$ cat src/hw/rtl/mpt_pkg.sv
package mpt_pkg;

    localparam int DEF_ENTRIES        = 64;
    localparam int DEF_OBJECT_WIDTH   = 32;
    localparam int DEF_PRIORITY_WIDTH = 16;

    localparam logic [2:0] K_ADD     = 3'd0;
    localparam logic [2:0] K_PROMOTE = 3'd1;
    localparam logic [2:0] K_PEEK    = 3'd2;
    localparam logic [2:0] K_POP     = 3'd3;
    localparam logic [2:0] K_LOOKUP  = 3'd4;

    localparam logic [1:0] ST_OK    = 2'd0;
    localparam logic [1:0] ST_FULL  = 2'd1;
    localparam logic [1:0] ST_EMPTY = 2'd2;
    localparam logic [1:0] ST_BADID = 2'd3;

    // control part of the token walking down the cell chain
    typedef struct packed {
        logic       vld;
        logic [2:0] kind;
        logic [1:0] pre;    // status settled at entry; cells act only on ST_OK
        logic       found;
    } t_ctrl;

endpackage

$ cat src/hw/rtl/mpt_cell.sv
module mpt_cell import mpt_pkg::*; #(
    parameter int ENTRIES        = DEF_ENTRIES,
    parameter int OBJECT_WIDTH   = DEF_OBJECT_WIDTH,
    parameter int PRIORITY_WIDTH = DEF_PRIORITY_WIDTH,
    parameter int INDEX          = 0,
    localparam int IW            = $clog2(ENTRIES)
) (
    input  logic                      i_clk,
    input  logic                      i_rst_n,
    input  t_ctrl                     i_ctrl,
    input  logic [IW-1:0]             i_id,
    input  logic [OBJECT_WIDTH-1:0]   i_obj,
    input  logic [IW-1:0]             i_rid,
    input  logic [OBJECT_WIDTH-1:0]   i_robj,
    input  logic [PRIORITY_WIDTH-1:0] i_rpri,
    input  logic                      i_rlive,
    input  logic                      i_clr,
    input  logic [IW-1:0]             i_clr_id,
    output t_ctrl                     o_ctrl,
    output logic [IW-1:0]             o_id,
    output logic [OBJECT_WIDTH-1:0]   o_obj,
    output logic [IW-1:0]             o_rid,
    output logic [OBJECT_WIDTH-1:0]   o_robj,
    output logic [PRIORITY_WIDTH-1:0] o_rpri,
    output logic                      o_rlive
);

    localparam logic [IW-1:0] MY_ID = IW'(INDEX);

    logic [OBJECT_WIDTH-1:0]   r_obj, n_obj;
    logic [PRIORITY_WIDTH-1:0] r_pri, n_pri;
    logic                      r_live, n_live;

    t_ctrl                     r_ctrl, n_ctrl;
    logic [IW-1:0]             r_id;
    logic [OBJECT_WIDTH-1:0]   r_tobj;
    logic [IW-1:0]             r_rid, n_rid;
    logic [OBJECT_WIDTH-1:0]   r_robj, n_robj;
    logic [PRIORITY_WIDTH-1:0] r_rpri, n_rpri;
    logic                      r_rlive, n_rlive;

    logic act, hit;

    assign act = i_ctrl.vld && (i_ctrl.pre == ST_OK);
    assign hit = (i_id == MY_ID);

    always_comb begin
        n_obj   = r_obj;
        n_pri   = r_pri;
        n_live  = r_live;
        n_ctrl  = i_ctrl;
        n_rid   = i_rid;
        n_robj  = i_robj;
        n_rpri  = i_rpri;
        n_rlive = i_rlive;
        if (act) begin
            case (i_ctrl.kind)
                K_ADD: begin
                    if (hit) begin
                        n_obj  = i_obj;
                        n_pri  = '0;
                        n_live = 1'b1;
                    end
                end
                K_PROMOTE: begin
                    if (hit && r_live) begin
                        n_pri        = (r_pri == '1) ? r_pri : r_pri + 1'b1;
                        n_robj       = r_obj;
                        n_rpri       = n_pri;
                        n_ctrl.found = 1'b1;
                    end
                end
                K_PEEK, K_POP: begin
                    // ascending index, so >= lets the larger id win a tie
                    if (r_live && (!i_ctrl.found || r_pri >= i_rpri)) begin
                        n_rid        = MY_ID;
                        n_robj       = r_obj;
                        n_rpri       = r_pri;
                        n_ctrl.found = 1'b1;
                    end
                end
                K_LOOKUP: begin
                    if (hit) begin
                        n_robj       = r_obj;
                        n_rpri       = r_pri;
                        n_rlive      = r_live;
                        n_ctrl.found = 1'b1;
                    end
                end
                default: begin
                end
            endcase
        end
        if (i_clr && (i_clr_id == MY_ID))
            n_live = 1'b0;
    end

    always_ff @(posedge i_clk) begin
        if (!i_rst_n) begin
            r_live <= 1'b0;
            r_ctrl <= '0;
        end else begin
            r_live <= n_live;
            r_ctrl <= n_ctrl;
        end
    end

    always_ff @(posedge i_clk) begin
        r_obj   <= n_obj;
        r_pri   <= n_pri;
        r_id    <= i_id;
        r_tobj  <= i_obj;
        r_rid   <= n_rid;
        r_robj  <= n_robj;
        r_rpri  <= n_rpri;
        r_rlive <= n_rlive;
    end

    assign o_ctrl  = r_ctrl;
    assign o_id    = r_id;
    assign o_obj   = r_tobj;
    assign o_rid   = r_rid;
    assign o_robj  = r_robj;
    assign o_rpri  = r_rpri;
    assign o_rlive = r_rlive;

endmodule

$ cat config.mk
export PLATFORM = sky130hd
export DESIGN_NAME = mpt_cell
export DESIGN_NICKNAME = d
export VERILOG_FILES = /design/src/hw/rtl/mpt_pkg.sv /design/src/hw/rtl/mpt_cell.sv
export SDC_FILE = /design/constraint.sdc
export NUM_CORES = 1
export LEC_CHECK = 0
export BUFFER_PORTS_ARGS = -buffer_cell sky130_fd_sc_hd__buf_2
export CAP_MARGIN = 10
export CORE_ASPECT_RATIO = 1.2
export CORE_MARGIN = 2
export CORE_UTILIZATION = 50
export CTS_BUF_LIST = sky130_fd_sc_hd__clkbuf_4 sky130_fd_sc_hd__clkbuf_8
export DETAILED_ROUTE_END_ITERATION = 16
export MAX_ROUTING_LAYER = met4
export PLACE_DENSITY = 0.81
export SLEW_MARGIN = 20
export SYNTH_ARGS = -nofsm -noshare
export SYNTH_HDL_FRONTEND = slang
export SYNTH_SLANG_ARGS = --single-unit
$ cat constraint.sdc
create_clock -name i_clk -period 5.9 [get_ports i_clk]
set_clock_uncertainty 0.1 [all_clocks]
set_input_delay 0 -clock i_clk [delete_from_list [all_inputs] [get_ports i_clk]]
set_output_delay 0 -clock i_clk [all_outputs]
set_load 0.02 [all_outputs]
After elaboration in Yosys (flattened, before gate mapping) --
Index checks and enable logic that the tools add are counted.
Operators by class: reduce and logical (&&, ||, !) cells 15, magnitude comparators 1, equality and inequality tests 7, bitwise operators 1, add/sub/neg operators 1, mux-type cells 25
Operators with widths (number):
- $mux 32 | 4
- $mux 16 | 7
- $pmux 32 s3 | 1
- $pmux 16 s3 | 1
- $pmux 16 s2 | 1
- $mux 6 | 3
- $add 16x1->16 const B | 1
- $eq 16x16->1 const B | 1
- $ge 16x16->1 | 1
- $logic_not 6->1 | 2
- $mux 1 | 7
- $eq 3x2->1 const B | 2
- $logic_and 1x1->1 | 4
- $ne 2x2->1 const B | 2
- $reduce_and 4->1 | 1
- $reduce_or 2->1 | 2
- $eq 3x1->1 const B | 1
- $eq 3x3->1 const B | 1
- $logic_not 3->1 | 1
- $pmux 1 s3 | 1
- $reduce_and 3->1 | 1
- $logic_not 2->1 | 1
- $reduce_bool 2->1 | 1
- $logic_not 1->1 | 1
- other kinds (2) | 2
Storage, ports and cells: word-level logic and storage cells 63, bits in registers 149, output and inout bits 100

Longest topological paths before layout --
depth after elaboration 6, gate-level depth with buffers 9

Least setup slack after synthesis --
Ideal clock, no wire load.
path kind input-to-reg, start input port i_id[3], end register r_obj[0], enable pin, arrival 3845 ps, stages on the path 3, required time 5295 ps, library setup time 505 ps, buffers on the path 0, slack 1451 ps, cells stage by stage nor4_2 -> nand2_1 -> nor4_1
Between the ends: word-level cells in the longest chain between the ends 2
Ends and longest elaborated chain:
- start, declared | RTL line mpt_cell.sv:11 | input logic [IW-1:0] i_id,
- $logic_not 6->1 | RTL line mpt_cell.sv:45 | assign hit = (i_id == MY_ID);
- $reduce_and 3->1 (no source line)
- end signal, assigned | RTL line mpt_cell.sv:109 | r_obj <= n_obj;
- end, declared | RTL line mpt_cell.sv:30 | logic [OBJECT_WIDTH-1:0] r_obj, n_obj;
No other way between the ends. A chain may end at the register's enable or synchronous reset.

Worst setup path in the final report --
start input port i_id[3], end register r_rlive, in the netlist o_rlive
Between the ends: word-level cells in the longest chain between the ends 4
Ends and longest elaborated chain:
- $logic_not 6->1 | RTL line mpt_cell.sv:45
- $mux 1 | RTL line mpt_cell.sv:83 | if (hit) begin
- $mux 1 | RTL line mpt_cell.sv:57 | case (i_ctrl.kind)
- $mux 1 | RTL line mpt_cell.sv:56 | if (act) begin
- via n_rlive | RTL line mpt_cell.sv:40 | logic r_rlive, n_rlive;
- end signal, assigned | RTL line mpt_cell.sv:116 | r_rlive <= n_rlive;
- end, declared | RTL line mpt_cell.sv:40
The timed path passes the listed nets, and every way through them passes these cells.

==> impl_results.rst <==
.. list-table::
   :header-rows: 1

   * - Metric
     - Value
   * - DRC violation total after the first TritonRoute iteration
     - 343
   * - Cells traversed along the worst timing path
     - dlygate4sd3_1, buf_2, nor4_2, nand2_1, nor2_1, nand2_1, nand2_1, dlygate4sd3_1, o21ai_0, dlygate4sd3_1
   * - Fmax
     - 0.2837 GHz
   * - PD cells
     - 256.6 nW/um2
   * - Number of synthesized flops with an enable pin
     - 48
   * - Final weighted congestion in routability-driven placement
     - slightly above 0.9
   * - Area growth syn-to-layout
     - 48.95%
   * - Total Nets Final
     - 911
   * - Final routed DRC violation total
     - 0
   * - Kind of end point of the critical path
     - flop
   * - Most frequent cells after synthesis
     - sky130_fd_sc_hd__dfxtp_1 (101), sky130_fd_sc_hd__edfxtp_1 (48), sky130_fd_sc_hd__nor2_1 (35)
   * - Effective utilization at floorplan
     - 0.5063
   * - Status
     - finished clean
   * - Share of final-layout standard cells stronger than drive strength 1
     - 0.3584
   * - Maximum fanout along the worst path
     - 11
   * - Worst-path clk slew
     - 0.10 ns
   * - Placement Cell Area
     - 6716 um2
   * - Post-Synthesis Mean Instance Area
     - approximately 12 um2
   * - # setup viols final
     - 0
   * - Share of flip-flops with an asynchronous set or reset
     - 0
   * - Main flop type after synthesis
     - sky130_fd_sc_hd__dfxtp_1
   * - Tot GR Track Use
     - 0.3168
   * - Post-synthesis instance total
     - 450
   * - Yosys top cell by area
     - sky130_fd_sc_hd__dfxtp_1
   * - Unrepaired setup endpoints after global routing
     - false
   * - Via count of the first global-routing pass
     - 5354
   * - Fillers
     - 697
   * - Area of all placed cells without fillers
     - 8243 um2
   * - Clk_lat worst skew
     - 0.45 ns
   * - CTS tree
     - done
   * - Maximum buffer depth of the clock tree
     - 2
   * - Most frequent cell after synthesis
     - sky130_fd_sc_hd__dfxtp_1
   * - CTS buffer count
     - 17
   * - Initial antenna violation count
     - 1
   * - Detailed-router iteration count before antenna repair
     - 5
   * - Total power draw
     - 2.115 mW
   * - Post_cts resized
     - 0
   * - Largest stage delay on the critical path
     - roughly 0.83 ns
   * - Part of the cycle the worst path needs
     - 0.5974
   * - Detailed-route wire length
     - between 15000 and 20000 um
   * - Final hold slack
     - about 0.077 ns
   * - Count of standard-cell rows
     - 42
   * - Class of the most critical hold timing path
     - input port to flop
   * - Routed len/inst
     - 19.51 um
   * - Data arrival time at the worst-slack endpoint
     - 3.76 ns
   * - Type of the worst setup path
     - input port to flop
   * - Max-cap violations
     - 0
   * - Global-route wire length before repair
     - ~28000 um
   * - DP Wirelength
     - 10680 um
   * - Die area
     - 11930 um2
   * - Worst Tran Pin Value
     - 1.107 ns
   * - Leading cell types by total area after synthesis
     - sky130_fd_sc_hd__dfxtp_1 (37%), sky130_fd_sc_hd__edfxtp_1 (26%), sky130_fd_sc_hd__mux2_2 (6.5%)
   * - Setup WS post-layout
     - 2.375 ns
   * - Floorplan die height
     - around 120 um
   * - Boundary pin count
     - 209
   * - Final setup TNS
     - 0 ns
   * - Pleak
     - 3.585 nW
   * - Yosys reg bits
     - around 150
   * - Share of the synthesized area in the top cell type
     - 0.3654
   * - Data required time at the worst endpoint
     - 6.14 ns
   * - Period minus WS final
     - approximately 3.5 ns
   * - Max_slew headroom
     - 0.2562
   * - Width of the die
     - about 100 um
   * - Vias after detailed routing
     - 5071
   * - Number of library cell types mapped by synthesis
     - 57
   * - Pin count of the biggest net entering global routing
     - 45
   * - Total nets after synthesis
     - 576
   * - Placement Setup Slack
     - 2.748 ns
   * - Sequential-to-total area share from yosys stat
     - 0.6258
   * - Port bufs
     - ~210
   * - Via density per instance
     - 5.447
   * - H-Tree Depth
     - 4
   * - Startpoint class of the critical path
     - input port
   * - Number of placed instances with taps included
     - a little under 800
   * - Final ANT Viol Nets
     - 0
   * - Final cell utilization of the core
     - 0.7541
   * - Fin. Hold Viols
     - 0
   * - Combined area of all synthesized cells
     - 5534 um2
   * - Worst Path Buf+Inv
     - 4
   * - Yosys warnings
     - 0
   * - Clock tree sinks
     - 149
   * - Clock root buffer
     - sky130_fd_sc_hd__clkbuf_8
   * - Peak supply drop
     - approximately 0.21 mV
   * - Critical path's top delay family
     - simple AND/OR/NAND/NOR gates
   * - Slowest library cell on the worst path
     - sky130_fd_sc_hd__nor2_1
   * - Number of cells in the finished layout apart from fillers
     - 931
   * - Total gr overflow
     - 0
   * - Number of pins with negative max-slew slack in the final report
     - 0
   * - Core area
     - 10930 um2
[logic make-up (layout without fill, tap and decap cells)]
kind of cell | Yosys count | count (layout) | synth area share
DFF | 149 | 149 | 0.6258
adders and majority gates | 17 | 17 | 0.03843
other | 0 | 1 | 0
AOI/OAI and AO/OA | 79 | 79 | 0.1045
and+or+nand+nor | 123 | 123 | 0.1169
buffers and inverters | 37 | 385 | 0.02826
xor gates and xnor gates | 11 | 11 | 0.01741
muxes | 34 | 34 | 0.06873
[state kept, by name, summed over array words and instances, names as in the netlist]
register and cells:
o_rlive 1, r_pri 16, o_rid 6, r_obj 32, o_robj 32, r_live 1, o_ctrl 7, o_rpri 16
o_id 6, o_obj 32
[metal layers]
metal	GRT usage	wire length, um	vias up	share of wire
met2	0.5443	9388	310	0.52
met5	-	0	-	0
met3	0.06514	1293	69	0.071
li1	-	-	2306	-
met1	0.3438	6731	2386	0.37
met4	0.1627	750	0	0.041
[tightest hold or removal path, cell delays in order]
cell and delay [ns]:
sky130_fd_sc_hd__buf_2 0.21, sky130_fd_sc_hd__nor3b_1 0.12, sky130_fd_sc_hd__and2_1 0.14
[cells in the final DEF (no fill, tap or decap), types with 4 or more instances in the layout]
cell type and instances:
sky130_fd_sc_hd__nand3_1 8, sky130_fd_sc_hd__mux2_2 32, sky130_fd_sc_hd__o21ai_0 15, sky130_fd_sc_hd__buf_4 4, sky130_fd_sc_hd__inv_6 5, sky130_fd_sc_hd__or3_1 4, sky130_fd_sc_hd__nor2_1 35, sky130_fd_sc_hd__dlygate4sd3_1 117
sky130_fd_sc_hd__edfxtp_1 48, sky130_fd_sc_hd__nand4_1 4, sky130_fd_sc_hd__inv_1 24, sky130_fd_sc_hd__o2bb2ai_1 8, sky130_fd_sc_hd__buf_2 208, sky130_fd_sc_hd__and2_1 15, sky130_fd_sc_hd__nor3_1 14, sky130_fd_sc_hd__dfxtp_1 101
sky130_fd_sc_hd__a21oi_1 16, sky130_fd_sc_hd__a221o_1 6, sky130_fd_sc_hd__ha_1 17, sky130_fd_sc_hd__nand2_1 24, sky130_fd_sc_hd__clkbuf_8 17, sky130_fd_sc_hd__xnor2_1 10, sky130_fd_sc_hd__o211ai_1 5
[path summary, 6_finish.rpt]
kind         cells past startpoint          to       from  slack [ns]
max                             10     o_rlive    i_id[3]        2.38
min                              3   r_pri[10]  i_ctrl[5]        0.08
max reg2reg                      8   o_ctrl[0]   r_pri[9]        2.39
min reg2reg                      1  o_robj[20]  r_obj[20]        0.38
[power breakdown]
group / switching [mW] / total [mW] / internal (mW)
Combinational: 0.135 / 0.267 / 0.132
Sequential: 0.0116 / 1.11 / 1.09
Clock: 0.441 / 0.743 / 0.302
Total: 0.587 / 2.12 / 1.53
[layout make-up]
cell class	instances	area [um2]	area share
Antenna cell	1	2.502	0.0003036
Clock buffer	17	234.0	0.02838
Clock inverter	15	118.9	0.01442
Inverter	24	90.09	0.01093
Multi-Input combinational cell	264	1927	0.2338
Sequential cell	149	3463	0.4202
Tap cell	132	165.2	0.02004
Timing Repair Buffer	329	2242	0.2720
[repair_timing]
item / CTS / global route
hold endpoints to repair: 134 / 0
hold buffers: 117 / 0
setup buffers: 0 / 0
Power figures use the tool's default switching activity.
